<file path="src/design/sigq_pkg.sv">
// Shared types, codes and helpers for the signal record queue.
package sigq_pkg;

   localparam int DEPTH_DEF       = 8;
   localparam int NUM_SIGNALS_DEF = 32;

   localparam int CAP_W    = 4;
   localparam int NUM_W    = 8;
   localparam int VAL_W    = 32;
   localparam int SET_W    = 32;
   localparam int FOUND_W  = 5;
   localparam int STATUS_W = 2;

   localparam logic REQ_QUEUE  = 1'b0;
   localparam logic REQ_ACCEPT = 1'b1;

   typedef enum logic [STATUS_W-1:0] {
      STATUS_OK      = 2'd0,
      STATUS_INVALID = 2'd1,
      STATUS_BUSY    = 2'd2
   } status_type;

   typedef enum logic [1:0] {
      ST_IDLE,
      ST_WALK,
      ST_DONE
   } seq_state_type;

   typedef struct packed {
      logic req_valid;
      logic req_accept;
      logic walk_done;
      logic rsp_free;
   } seq_stat_type;

   typedef struct packed {
      logic req_ready;
      logic start_queue;
      logic start_walk;
      logic walk;
      logic walk_end;
      logic load_rsp;
   } seq_ctrl_type;

   typedef struct packed {
      logic             take;
      logic             keep;
      logic [SET_W-1:0] set_bit;
   } slot_dec_type;

   // One-hot bit for a signal number; numbers beyond the set width give no bit.
   function automatic logic [SET_W-1:0] set_bit(input logic [NUM_W-1:0] num);
      logic [SET_W-1:0] bits;
      bits = '0;
      for (int b = 0; b < SET_W; b++) begin
         bits[b] = (num == NUM_W'(b));
      end
      return bits;
   endfunction

endpackage

</file>
<file path="src/design/sigq_ram.sv">
// Generic single-port-write, single-port-read RAM with registered read data.
module sigq_ram #(
   parameter int WIDTH = 8,
   parameter int DEPTH = 8,
   parameter int AW    = (DEPTH > 1) ? $clog2(DEPTH) : 1
) (
   input  logic             clock,
   input  logic             wr_en,
   input  logic [AW-1:0]    wr_addr,
   input  logic [WIDTH-1:0] wr_data,
   input  logic             rd_en,
   input  logic [AW-1:0]    rd_addr,
   output logic [WIDTH-1:0] rd_data
);

   logic [WIDTH-1:0] mem_ff [DEPTH];
   logic [WIDTH-1:0] rd_data_ff;

   always_ff @(posedge clock) begin
      if (wr_en) begin
         mem_ff[wr_addr] <= wr_data;
      end
      if (rd_en) begin
         rd_data_ff <= mem_ff[rd_addr];
      end
   end

   assign rd_data = rd_data_ff;

endmodule

</file>
<file path="src/design/sigq_slot_unit.sv">
// Shared compare unit: classifies one slot read during the search and shift walk.
module sigq_slot_unit
   import sigq_pkg::*;
#(
   parameter int SIG_W = 5
) (
   input  logic             slot_vld,
   input  logic [SIG_W-1:0] slot_sig,
   input  logic [NUM_W-1:0] num,
   input  logic             hit,
   output slot_dec_type     dec
);

   logic [NUM_W-1:0] sig_ext;
   logic             match;

   assign sig_ext = NUM_W'(slot_sig);
   assign match   = (sig_ext == num);

   always_comb begin
      // Only the first matching slot is taken; every other slot stays queued.
      dec.take    = slot_vld && !hit && match;
      dec.keep    = slot_vld && !(!hit && match);
      dec.set_bit = dec.keep ? set_bit(sig_ext) : '0;
   end

endmodule

</file>
<file path="src/design/sigq_seq.sv">
// Sequencer for request intake, slot walk and result hand-off.
module sigq_seq
   import sigq_pkg::*;
(
   input  logic         clock,
   input  logic         reset,
   input  seq_stat_type stat,
   output seq_ctrl_type ctrl
);

   seq_state_type state_ff;
   seq_state_type state_in;

   always_ff @(posedge clock) begin
      if (reset) begin
         state_ff <= ST_IDLE;
      end else begin
         state_ff <= state_in;
      end
   end

   always_comb begin
      state_in = state_ff;
      unique case (state_ff)
         ST_IDLE: begin
            if (stat.req_valid) begin
               state_in = stat.req_accept ? ST_WALK : ST_DONE;
            end
         end
         ST_WALK: begin
            if (stat.walk_done) begin
               state_in = ST_DONE;
            end
         end
         ST_DONE: begin
            if (stat.rsp_free) begin
               state_in = ST_IDLE;
            end
         end
         default: state_in = ST_IDLE;
      endcase
   end

   always_comb begin
      ctrl = '0;
      unique case (state_ff)
         ST_IDLE: begin
            ctrl.req_ready   = 1'b1;
            ctrl.start_queue = stat.req_valid && !stat.req_accept;
            ctrl.start_walk  = stat.req_valid && stat.req_accept;
         end
         ST_WALK: begin
            ctrl.walk     = 1'b1;
            ctrl.walk_end = stat.walk_done;
         end
         ST_DONE: begin
            ctrl.load_rsp = stat.rsp_free;
         end
         default: ctrl = '0;
      endcase
   end

endmodule

</file>
<file path="src/design/signal_info_match_queue.sv">
// Top level of the signal record queue with search and remove.
//
//  channel  direction  handshake        payload
//  req      in         valid / ready    type, signal_number, signal_value
//  rsp      out        valid / ready    status, found_signal, found_value, queued_set
//  csr      in         write enable     capacity (4 bits)
//
// A queue request is decided in its accept cycle and its result registered for output.
// An accept request walks the stored records once through the slot RAM read port,
// one slot a cycle, shifting later records down as it goes.
// The block takes the next request while a finished result waits in the output register.
// Reset is synchronous; it empties the queue and sets capacity to the built depth.
module signal_info_match_queue
   import sigq_pkg::*;
#(
   parameter int DEPTH       = DEPTH_DEF,
   parameter int NUM_SIGNALS = NUM_SIGNALS_DEF
) (
   input  logic                clock,
   input  logic                reset,
   input  logic                req_valid,
   output logic                req_ready,
   input  logic                req_type,
   input  logic [NUM_W-1:0]    req_signal_number,
   input  logic [VAL_W-1:0]    req_signal_value,
   output logic                rsp_valid,
   input  logic                rsp_ready,
   output logic [STATUS_W-1:0] rsp_status,
   output logic [FOUND_W-1:0]  rsp_found_signal,
   output logic [VAL_W-1:0]    rsp_found_value,
   output logic [SET_W-1:0]    rsp_queued_set,
   input  logic                csr_we,
   input  logic [CAP_W-1:0]    csr_wdata
);

   localparam int SIG_W  = (NUM_SIGNALS > 1) ? $clog2(NUM_SIGNALS) : 1;
   localparam int IDX_W  = (DEPTH > 1) ? $clog2(DEPTH) : 1;
   localparam int CNT_W  = $clog2(DEPTH + 1);
   localparam int CMP_W  = (CNT_W > CAP_W) ? CNT_W : CAP_W;
   localparam int SLOT_W = SIG_W + VAL_W;

   seq_stat_type stat;
   seq_ctrl_type ctrl;
   slot_dec_type dec;

   logic [CMP_W-1:0] capacity_ff, capacity_in;
   logic [CNT_W-1:0] count_ff, count_in;
   logic [SET_W-1:0] set_ff, set_in;

   logic [NUM_W-1:0] num_ff, num_in;
   logic [CNT_W-1:0] issue_idx_ff, issue_idx_in;
   logic             data_vld_ff, data_vld_in;
   logic [IDX_W-1:0] data_idx_ff, data_idx_in;
   logic             hit_ff, hit_in;
   logic [SET_W-1:0] acc_set_ff, acc_set_in;

   status_type       status_ff, status_in;
   logic [SIG_W-1:0] got_sig_ff, got_sig_in;
   logic [VAL_W-1:0] got_val_ff, got_val_in;

   logic             rsp_valid_ff, rsp_valid_in;
   status_type       rsp_status_ff, rsp_status_in;
   logic [SIG_W-1:0] rsp_sig_ff, rsp_sig_in;
   logic [VAL_W-1:0] rsp_val_ff, rsp_val_in;
   logic [SET_W-1:0] rsp_set_ff, rsp_set_in;

   logic              wr_en;
   logic [IDX_W-1:0]  wr_addr;
   logic [SLOT_W-1:0] wr_data;
   logic              rd_en;
   logic [SLOT_W-1:0] rd_data;
   logic [SIG_W-1:0]  rd_sig;
   logic [VAL_W-1:0]  rd_val;

   logic             num_ok;
   logic             q_busy;
   logic [NUM_W-1:0] got_num_ext;

   assign stat.req_valid  = req_valid;
   assign stat.req_accept = (req_type == REQ_ACCEPT);
   assign stat.walk_done  = (issue_idx_ff == count_ff) && !data_vld_ff;
   assign stat.rsp_free   = !rsp_valid_ff || rsp_ready;

   sigq_seq u_seq (
      .clock (clock),
      .reset (reset),
      .stat  (stat),
      .ctrl  (ctrl)
   );

   assign rd_sig = rd_data[SLOT_W-1:VAL_W];
   assign rd_val = rd_data[VAL_W-1:0];

   sigq_slot_unit #(
      .SIG_W (SIG_W)
   ) u_slot (
      .slot_vld (data_vld_ff),
      .slot_sig (rd_sig),
      .num      (num_ff),
      .hit      (hit_ff),
      .dec      (dec)
   );

   sigq_ram #(
      .WIDTH (SLOT_W),
      .DEPTH (DEPTH),
      .AW    (IDX_W)
   ) u_ram (
      .clock   (clock),
      .wr_en   (wr_en),
      .wr_addr (wr_addr),
      .wr_data (wr_data),
      .rd_en   (rd_en),
      .rd_addr (issue_idx_ff[IDX_W-1:0]),
      .rd_data (rd_data)
   );

   assign num_ok = (req_signal_number < NUM_W'(NUM_SIGNALS));
   assign q_busy = (CMP_W'(count_ff) >= capacity_ff) || (count_ff >= CNT_W'(DEPTH));

   assign rd_en = ctrl.walk && (issue_idx_ff < count_ff);

   always_comb begin
      wr_en   = 1'b0;
      wr_addr = count_ff[IDX_W-1:0];
      wr_data = {SIG_W'(req_signal_number), req_signal_value};
      if (ctrl.start_queue) begin
         wr_en = num_ok && !q_busy;
      end else if (ctrl.walk && dec.keep && hit_ff) begin
         // Records behind the taken one move one slot toward the head.
         wr_en   = 1'b1;
         wr_addr = data_idx_ff - IDX_W'(1);
         wr_data = rd_data;
      end
   end

   always_comb begin
      capacity_in  = csr_we ? CMP_W'(csr_wdata) : capacity_ff;
      count_in     = count_ff;
      set_in       = set_ff;
      num_in       = num_ff;
      issue_idx_in = issue_idx_ff;
      data_vld_in  = 1'b0;
      data_idx_in  = data_idx_ff;
      hit_in       = hit_ff;
      acc_set_in   = acc_set_ff;
      status_in    = status_ff;
      got_sig_in   = got_sig_ff;
      got_val_in   = got_val_ff;

      if (ctrl.start_queue) begin
         got_sig_in = '0;
         got_val_in = '0;
         if (!num_ok) begin
            status_in = STATUS_INVALID;
         end else if (q_busy) begin
            status_in = STATUS_BUSY;
         end else begin
            status_in = STATUS_OK;
            count_in  = count_ff + CNT_W'(1);
            set_in    = set_ff | set_bit(req_signal_number);
         end
      end

      if (ctrl.start_walk) begin
         num_in       = req_signal_number;
         issue_idx_in = '0;
         hit_in       = 1'b0;
         acc_set_in   = '0;
         got_sig_in   = '0;
         got_val_in   = '0;
      end

      if (ctrl.walk) begin
         if (rd_en) begin
            issue_idx_in = issue_idx_ff + CNT_W'(1);
            data_vld_in  = 1'b1;
            data_idx_in  = issue_idx_ff[IDX_W-1:0];
         end
         acc_set_in = acc_set_ff | dec.set_bit;
         if (dec.take) begin
            hit_in     = 1'b1;
            got_sig_in = rd_sig;
            got_val_in = rd_val;
         end
      end

      if (ctrl.walk_end) begin
         set_in = acc_set_ff;
         if (hit_ff) begin
            status_in = STATUS_OK;
            count_in  = count_ff - CNT_W'(1);
         end else begin
            status_in = STATUS_BUSY;
         end
      end
   end

   always_comb begin
      rsp_valid_in  = rsp_valid_ff && !rsp_ready;
      rsp_status_in = rsp_status_ff;
      rsp_sig_in    = rsp_sig_ff;
      rsp_val_in    = rsp_val_ff;
      rsp_set_in    = rsp_set_ff;
      if (ctrl.load_rsp) begin
         rsp_valid_in  = 1'b1;
         rsp_status_in = status_ff;
         rsp_sig_in    = got_sig_ff;
         rsp_val_in    = got_val_ff;
         rsp_set_in    = set_ff;
      end
   end

   always_ff @(posedge clock) begin
      if (reset) begin
         capacity_ff  <= CMP_W'(DEPTH);
         count_ff     <= '0;
         set_ff       <= '0;
         data_vld_ff  <= 1'b0;
         rsp_valid_ff <= 1'b0;
      end else begin
         capacity_ff  <= capacity_in;
         count_ff     <= count_in;
         set_ff       <= set_in;
         data_vld_ff  <= data_vld_in;
         rsp_valid_ff <= rsp_valid_in;
      end
   end

   always_ff @(posedge clock) begin
      num_ff        <= num_in;
      issue_idx_ff  <= issue_idx_in;
      data_idx_ff   <= data_idx_in;
      hit_ff        <= hit_in;
      acc_set_ff    <= acc_set_in;
      status_ff     <= status_in;
      got_sig_ff    <= got_sig_in;
      got_val_ff    <= got_val_in;
      rsp_status_ff <= rsp_status_in;
      rsp_sig_ff    <= rsp_sig_in;
      rsp_val_ff    <= rsp_val_in;
      rsp_set_ff    <= rsp_set_in;
   end

   assign got_num_ext = NUM_W'(rsp_sig_ff);

   assign req_ready        = ctrl.req_ready;
   assign rsp_valid        = rsp_valid_ff;
   assign rsp_status       = rsp_status_ff;
   assign rsp_found_signal = got_num_ext[FOUND_W-1:0];
   assign rsp_found_value  = rsp_val_ff;
   assign rsp_queued_set   = rsp_set_ff;

   a_count_bound: assert property (@(posedge clock) disable iff (reset)
      count_ff <= CNT_W'(DEPTH))
      else $error("record count exceeds the built depth");

   a_walk_index: assert property (@(posedge clock) disable iff (reset)
      (ctrl.walk && data_vld_ff) |-> (CNT_W'(data_idx_ff) < count_ff))
      else $error("slot read beyond the stored records");

   a_remove_count: assert property (@(posedge clock) disable iff (reset)
      (ctrl.walk_end && hit_ff) |=> (count_ff == $past(count_ff) - CNT_W'(1)))
      else $error("removed record not reflected in the count");

   a_shift_after_hit: assert property (@(posedge clock) disable iff (reset)
      (ctrl.walk && wr_en) |-> hit_ff)
      else $error("slot shifted before the matching record was found");

   a_set_size: assert property (@(posedge clock) disable iff (reset)
      ($countones(set_ff) <= int'(count_ff)))
      else $error("queued set has more signals than stored records");

endmodule
</file>
<file path="config.mk">
export PLATFORM = sky130hd
export DESIGN_NAME = signal_info_match_queue
export DESIGN_NICKNAME = d
export VERILOG_FILES = /design/src/design/sigq_pkg.sv /design/src/design/sigq_ram.sv /design/src/design/sigq_slot_unit.sv /design/src/design/sigq_seq.sv /design/src/design/signal_info_match_queue.sv
export SDC_FILE = /design/constraint.sdc
export NUM_CORES = 1
export LEC_CHECK = 0
export ABC_AREA = 1
export BUFFER_PORTS_ARGS = -buffer_cell sky130_fd_sc_hd__buf_2
export CAP_MARGIN = 20
export CORE_MARGIN = 8
export CORE_UTILIZATION = 40
export CTS_BUF_LIST = sky130_fd_sc_hd__clkbuf_16
export CTS_CLUSTER_DIAMETER = 80
export CTS_CLUSTER_SIZE = 24
export DETAILED_ROUTE_END_ITERATION = 6
export PLACE_DENSITY = 0.56
export SLEW_MARGIN = 10
export SYNTH_ARGS = -nofsm -noshare
export SYNTH_HDL_FRONTEND = slang
export SYNTH_SLANG_ARGS = --single-unit
</file>
<file path="constraint.sdc">
create_clock -name clock -period 3.8 [get_ports clock]
set_input_delay 0.38 -clock clock [delete_from_list [all_inputs] [get_ports clock]]
set_output_delay 0.38 -clock clock [all_outputs]
set_load 0.005 [all_outputs]
</file>
==> results of run 1 <==
## final timing paths
| check | start | to | depth (start not counted) |
|---|---|---|---|
| worst min register to register | status_ff[0] | rsp_status[0] | 0 |
| worst max-delay path | u_seq.state_ff[1] | issue_idx_ff[2] | 9 |
| worst min-delay path | csr_wdata[3] | capacity_ff[3] | 3 |
| worst max register to register | u_seq.state_ff[1] | issue_idx_ff[2] | 9 |
## metal layers
| metal | track usage [%] | wire (microns) |
|---|---|---|
| met3 | 1.59 | 2700 |
| met4 | 4.21 | 964 |
| met5 | 0 | 0 |
| met1 | 23.2 | 23600 |
| met2 | 26.9 | 24000 |
## per-stage QoR
| step | instance area (sq um) | util (%) | power, mW | worst slack [ns] | instances |
|---|---|---|---|---|---|
| after floorplan | 21500 | - | 6.92 | 0.556 | 1898 |
| after global placement | 22900 | 42.9 | 7.12 | 0.939 | 2641 |
| after detailed placement | 22900 | 42.9 | 7.13 | 0.945 | 2641 |
| after CTS | 23800 | 44.4 | 10.3 | 0.915 | 2690 |
| after global routing | 23800 | 44.5 | 10.6 | 0.672 | 2692 |
| final | 23800 | 44.5 | 10.2 | 1.01 | 2692 |
## worst reg2reg max path, cell delays in order, from the launching register on
cell	delay [ns]
dfxtp_1	0.34
inv_1	0.06
nand2_2	0.52
nor3b_1	0.11
nand2_1	0.20
clkinv_1	0.72
buf_12	0.47
nand2_1	0.11
nor2_1	0.04
a21oi_1	0.15
## cells in the final DEF, fill, tap and decap left out, types with 2 or more instances in the layout
cell type / Yosys / final
a21oi_1: 43 / 43
a31oi_1: 32 / 32
buf_12: 0 / 6
buf_16: 0 / 2
buf_2: 36 / 122
buf_4: 2 / 29
clkbuf_16: 0 / 27
clkinv_1: 1 / 3
clkinv_2: 0 / 2
dfxtp_1: 86 / 84
dlygate4sd3_1: 0 / 3
edfxtp_1: 449 / 449
ha_1: 12 / 12
inv_1: 153 / 164
inv_2: 6 / 5
mux2_2: 32 / 32
nand2_1: 276 / 276
nand3_1: 111 / 110
nand3_2: 1 / 2
nand4_1: 2 / 2
nor2_1: 295 / 284
nor2_2: 2 / 2
nor2_4: 0 / 11
o21ai_0: 199 / 199
o22ai_1: 76 / 76
xor2_1: 3 / 3
## kinds of logic (layout without fill, tap and decap cells)
kind of cell,count (synthesis),in the layout
flip-flops,535,535
adder cells (fa/ha/maj),12,12
AND/OR/NAND/NOR,692,692
buffers and inverters,270,368
AO/OA/AOI/OAI,352,352
XOR/XNOR,4,4
multiplexers,33,33
## area by class of cell
type | instances | area, sq um
inverters | 160 | 602
repair buffers | 162 | 1030
multi-input cells | 1093 | 5310
clock inverters | 19 | 128
fillers | 4954 | 29700
flip-flops and latches | 535 | 15200
clock buffers | 27 | 676
well taps | 696 | 871
## registers in the layout, summed over array words and instances, names as in the netlist, 2 cells and up
name / count
rsp_found_value: 32
count_ff: 4
u_ram.mem_ff: 296
issue_idx_ff: 4
acc_set_ff: 32
num_ff: 8
rsp_found_signal: 5
rsp_queued_set: 32
set_ff: 32
rsp_status: 2
u_ram.rd_data: 37
u_seq.state_ff: 2
capacity_ff: 4
got_sig_ff: 5
data_idx_ff: 3
status_ff: 2
got_val_ff: 32
## power breakdown
group	leakage, nW	total, mW	internal (mW)	switching, mW
Combinational	3.30	0.496	0.150	0.346
Clock	0.434	3.21	1.38	1.82
Sequential	4.79	6.50	6.46	0.0429
==> flow_summary.json, run 1 <==
{
  "crit_path_cell_trace": "inv_1 -> nand2_2 -> nor3b_1 -> nand2_1 -> clkinv_1 -> buf_12 -> nand2_1 -> nor2_1 -> a21oi_1",
  "required_ns": 4.31,
  "synth_cells": 1898,
  "hold_ws_ns": 0.0454,
  "cts_buffers": 27,
  "grt_max_degree": 91,
  "synth_top_area_share_pct": 62.6,
  "ir_worst_vdd_v": 0.000308,
  "synth_seq_cells": 535,
  "synth-simple-area-share_pct": 12.8,
  "rsz0062_at_grt": "no",
  "crit_type": "reg -> reg",
  "cap_violations": 0,
  "synthArstFlopShare_pct": 0,
  "cpPeakStageDelay_ns": 0.72,
  "cts-hold-fix-buffers": 3,
  "drtIter0Drc": 1098,
  "p_leak_nw": 8.53,
  "startpoint_type": "flop",
  "num_antenna_cells": 0,
  "tightest_slew_ns": 1.06,
  "htree_levels": 1,
  "synth_edf_count": 449,
  "status": "complete, no violations",
  "ant_nets": 0,
  "crit_family": "buffers and inverters",
  "path_buf_inv": 3,
  "synth_top_family_by_area": "simple AND/OR/NAND/NOR gates",
  "slew_headroom_pct": 28.7,
  "syn_avg_cell_area_sq_um": 11.3,
  "setup_viol_count_final": 0,
  "skew_ns": 0.0219,
  "first_pass_iters": 5,
  "p_per_area_nw_per_um2": 428,
  "synth.top_cells.by_count": "edfxtp_1, nor2_1, nand2_1, o21ai_0, inv_1",
  "synthAdderAreaFrac_pct": 0.697,
  "min_period_ns": 2.79,
  "dr_total_vias": 13800,
  "cts-root-buf": "clkbuf_16",
  "period_share_pct": 73.4,
  "track_usage_pct": 16.4,
  "ys_seq_area_share_pct": 70.6,
  "grt_pass1_vias": 13500,
  "drcViolationCount": 0,
  "rows": 85,
  "gr-total-overflow": 0,
  "cts.repair.resized": 0,
  "synth_nets": 1960,
  "fmax_ghz": 0.358,
  "die-area_sq_um": 61500,
  "cts.sinks": 535,
  "vias_per_cell": 5.14,
  "routedWlPerCell_microns": 19.0,
  "cts_tree": "done",
  "hold_path_class": "in -> reg",
  "crit_path_frequent_cell": "nand2_1",
  "synthTopCellsByArea": "edfxtp_1, dfxtp_1, nor2_1",
  "synth_xor_area_share_pct": 0.163,
  "synth_compound_area_share_pct": 8.83,
  "yosysWarnings": 0,
  "pin_count": 123,
  "cts_max_path_buffers": 3,
  "path_clk_slew_ns": 0.09,
  "critPathArrivalTime_ns": 3.30,
  "port_buffers": 122,
  "antenna_found_initial": 0,
  "synthFlopType": "edfxtp_1",
  "post_cts_buffers": 0,
  "setup-tns-final_ns": 0,
  "initial_core_util_pct": 40.3,
  "reg2reg_slack_ns": 1.01,
  "core_area_sq_um": 53500,
  "nets": 2041,
  "synthMuxAreaShare_pct": 1.72,
  "die_h_microns": 248,
  "synth_area_sq_um": 21500,
  "final-hold-violation-count": 0,
  "dp_hpwl_microns": 30800,
  "final_layout_size_suffix_gt1_share_pct": 12.5,
  "fp.dieW_microns": 248,
  "ys_types": 33,
  "drv_slew": 0,
  "grt_pass1_wl_microns": 79500,
  "yosysMostFrequentCell": "edfxtp_1",
  "yosys.area.top_type": "edfxtp_1",
  "area_growth_pct": 10.7,
  "cpMaxStageDelayCell": "clkinv_1",
  "insertion_delay_ns": 0.58,
  "gp_congestion": 0.833,
  "routed_wirelength_microns": 51200,
  "end_kind": "flop",
  "crit_path_max_fanout": 36
}
Note: power is estimated with default switching activity, not from simulation.
==> inputs of run 2 (changes only) <==
--- a/config.mk
+++ b/config.mk
@@ -14,7 +14,7 @@
 export CTS_CLUSTER_DIAMETER = 80
 export CTS_CLUSTER_SIZE = 24
 export DETAILED_ROUTE_END_ITERATION = 6
-export PLACE_DENSITY = 0.56
+export PLACE_DENSITY = 0.54
 export SLEW_MARGIN = 10
 export SYNTH_ARGS = -nofsm -noshare
 export SYNTH_HDL_FRONTEND = slang
==> constraint.sdc (replaced) <==
create_clock -name clock -period 2.6 [get_ports clock]
set_input_delay 0.26 -clock clock [delete_from_list [all_inputs] [get_ports clock]]
set_output_delay 0.26 -clock clock [all_outputs]
set_load 0.005 [all_outputs]
==> run 2 against run 1 <==
  * Total power grew 49%
  * Critical path type unchanged
  * Via count grew 0.81%
  * Routed wire length is 0.40% higher
  * Largest power group unchanged
  * Sequential power is 46% higher
==> flow_summary.json, run 2 (synthesized netlist as in run 1, its figures left out) <==
{
  "area_growth_pct": 12.4,
  "htree_levels": 1,
  "grt_pass1_vias": 13700,
  "track_usage_pct": 16.4,
  "grt_pass1_wl_microns": 79800,
  "cts-root-buf": "clkbuf_16",
  "switching_share_pct": 22.4,
  "dr_total_vias": 14000,
  "pin_count": 123,
  "gp_congestion": 0.842,
  "cts_buffers": 29,
  "top_register": "u_ram.mem_ff",
  "die-area_sq_um": 61500,
  "cap_violations": 0,
  "fin_area_sq_um": 24200,
  "drv_slew": 0,
  "startpoint_type": "flop",
  "drtIter0Drc": 1033,
  "pwr-share-seq_pct": 62.6,
  "vias_per_cell": 5.12,
  "port_buffers": 122,
  "crit_path_max_fanout": 32,
  "antenna_found_initial": 0,
  "p_switching_mw": 3.40,
  "ant_nets": 0,
  "hold_path_class": "in -> reg",
  "pre_cts_slack_ns": 0.166,
  "rows": 85,
  "setup_viol_count_final": 0,
  "routed_wirelength_microns": 51500,
  "grt_max_degree": 154,
  "tightest_slew_ns": 1.14,
  "p_per_area_nw_per_um2": 627,
  "setup-tns-final_ns": 0,
  "rsz0062_at_grt": "no",
  "drcViolationCount": 0,
  "cts_tree": "done",
  "num_antenna_cells": 0,
  "dp_hpwl_microns": 31900,
  "skew_ns": 0.0159,
  "fin_util_pct": 45.3,
  "cts.sinks": 535,
  "cts.repair.resized": 0,
  "final_cell_mix": "edfxtp_1, nor2_1, nand2_1",
  "worst_slack_ns": 0.158,
  "min_period_ns": 2.44,
  "largest_register_ffs": 296,
  "fp.dieW_microns": 248,
  "ir_worst_vdd_v": 0.000480,
  "clockPowerShare_pct": 32.4,
  "placed_cell_area_sq_um": 23100,
  "end_kind": "flop",
  "required_ns": 2.88,
  "p_leak_nw": 8.69,
  "p_int_mw": 11.8,
  "insertion_delay_ns": 0.60,
  "post_cts_buffers": 0,
  "cts_max_path_buffers": 3,
  "final-hold-violation-count": 0,
  "die_h_microns": 248,
  "fmax_ghz": 0.410,
  "final_common_cell": "edfxtp_1",
  "gr-total-overflow": 0,
  "final_layout_size_suffix_gt1_share_pct": 13.3,
  "core_area_sq_um": 53500,
  "critPathArrivalTime_ns": 2.72,
  "nets": 2069,
  "crit_type": "reg -> reg",
  "initial_core_util_pct": 40.3,
  "period_share_pct": 93.9,
  "path_clk_slew_ns": 0.09,
  "routedWlPerCell_microns": 18.9,
  "p_comb_share_pct": 5.0,
  "first_pass_iters": 5,
  "status": "complete, no violations",
  "slew_headroom_pct": 23.0
}
-- run 2: cell types whose count changed in the layout (fill, tap and decap cells not counted), sizes merged --
cell / change
buf: +11
clkbuf: +2
bufinv: -1
dlygate4sd3: +15
clkinvlp: +2
clkinv: +4
-- run 2: routing by layer --
layer	share of wire [%]	wire (microns)	vias to the layer above	track usage (%)
met3	5.0	2550	54	2.04
li1	-	-	6784	-
met2	47	24000	322	26.9
met1	47	24000	6790	23.2
met5	0	0	-	0
met4	1.8	908	0	3.92
-- run 2: worst max-delay path, cell delays in order (launching register included) --
cell      delay [ns]
dfxtp_1         0.38
inv_1           0.14
ha_1            0.32
nor2_1          0.10
o21ai_0         0.08
nand2_1         0.07
nand3b_1        0.17
nand2_1         0.15
nand2_1         0.24
nor2_4          0.19
buf_12          0.27
-- run 2: path summary, 6_finish.rpt --
check | to | depth (start not counted) | startpoint | slack, ns
hold / removal | capacity_ff[1] | 3 | csr_we | 0.03
setup reg to reg | u_ram.mem_ff[4][12] | 10 | count_ff[0] | 0.16
hold reg to reg | rsp_queued_set[7] | 0 | set_ff[7] | 0.44
setup / recovery | u_ram.mem_ff[4][12] | 10 | count_ff[0] | 0.16
-- run 2: power groups by stage --
stage                     clock [mW]  combinational, mW  sequential [mW]
final                           4.92              0.754             9.51
after global routing            5.33              0.845             9.53
after detailed placement           0              0.741             9.71
after floorplan                    0              0.428             9.69
after global placement             0              0.736             9.70
after CTS                       5.06              0.767             9.51
-- run 2: layout make-up --
type                            count  area [sq um]
Clock buffer                       29           726
Clock inverter                     24           160
Fill cell                        4964         29300
Inverter                          160           606
Multi-Input combinational cell   1093          5310
Sequential cell                   535         15200
Tap cell                          696           871
Timing Repair Buffer              188          1330
-- run 2: what timing repair did --
| item | 4_1_cts | 5_1_grt |
|---|---|---|
| setup endpoints to repair | 0 | 0 |
| hold endpoints to repair | 16 | 0 |
| hold buffers | 18 | 0 |
-- run 2: metrics by stage --
stage | instances | power [mW] | hold WS, ns
2_1_floorplan | 1898 | 10.1 | 0.329
3_3_place_gp | 2654 | 10.4 | 0.411
3_5_place_dp | 2654 | 10.4 | 0.413
4_1_cts | 2725 | 15.3 | 0.00393
5_1_grt | 2725 | 15.7 | 0.0424
6_report | 2725 | 15.2 | 0.0339
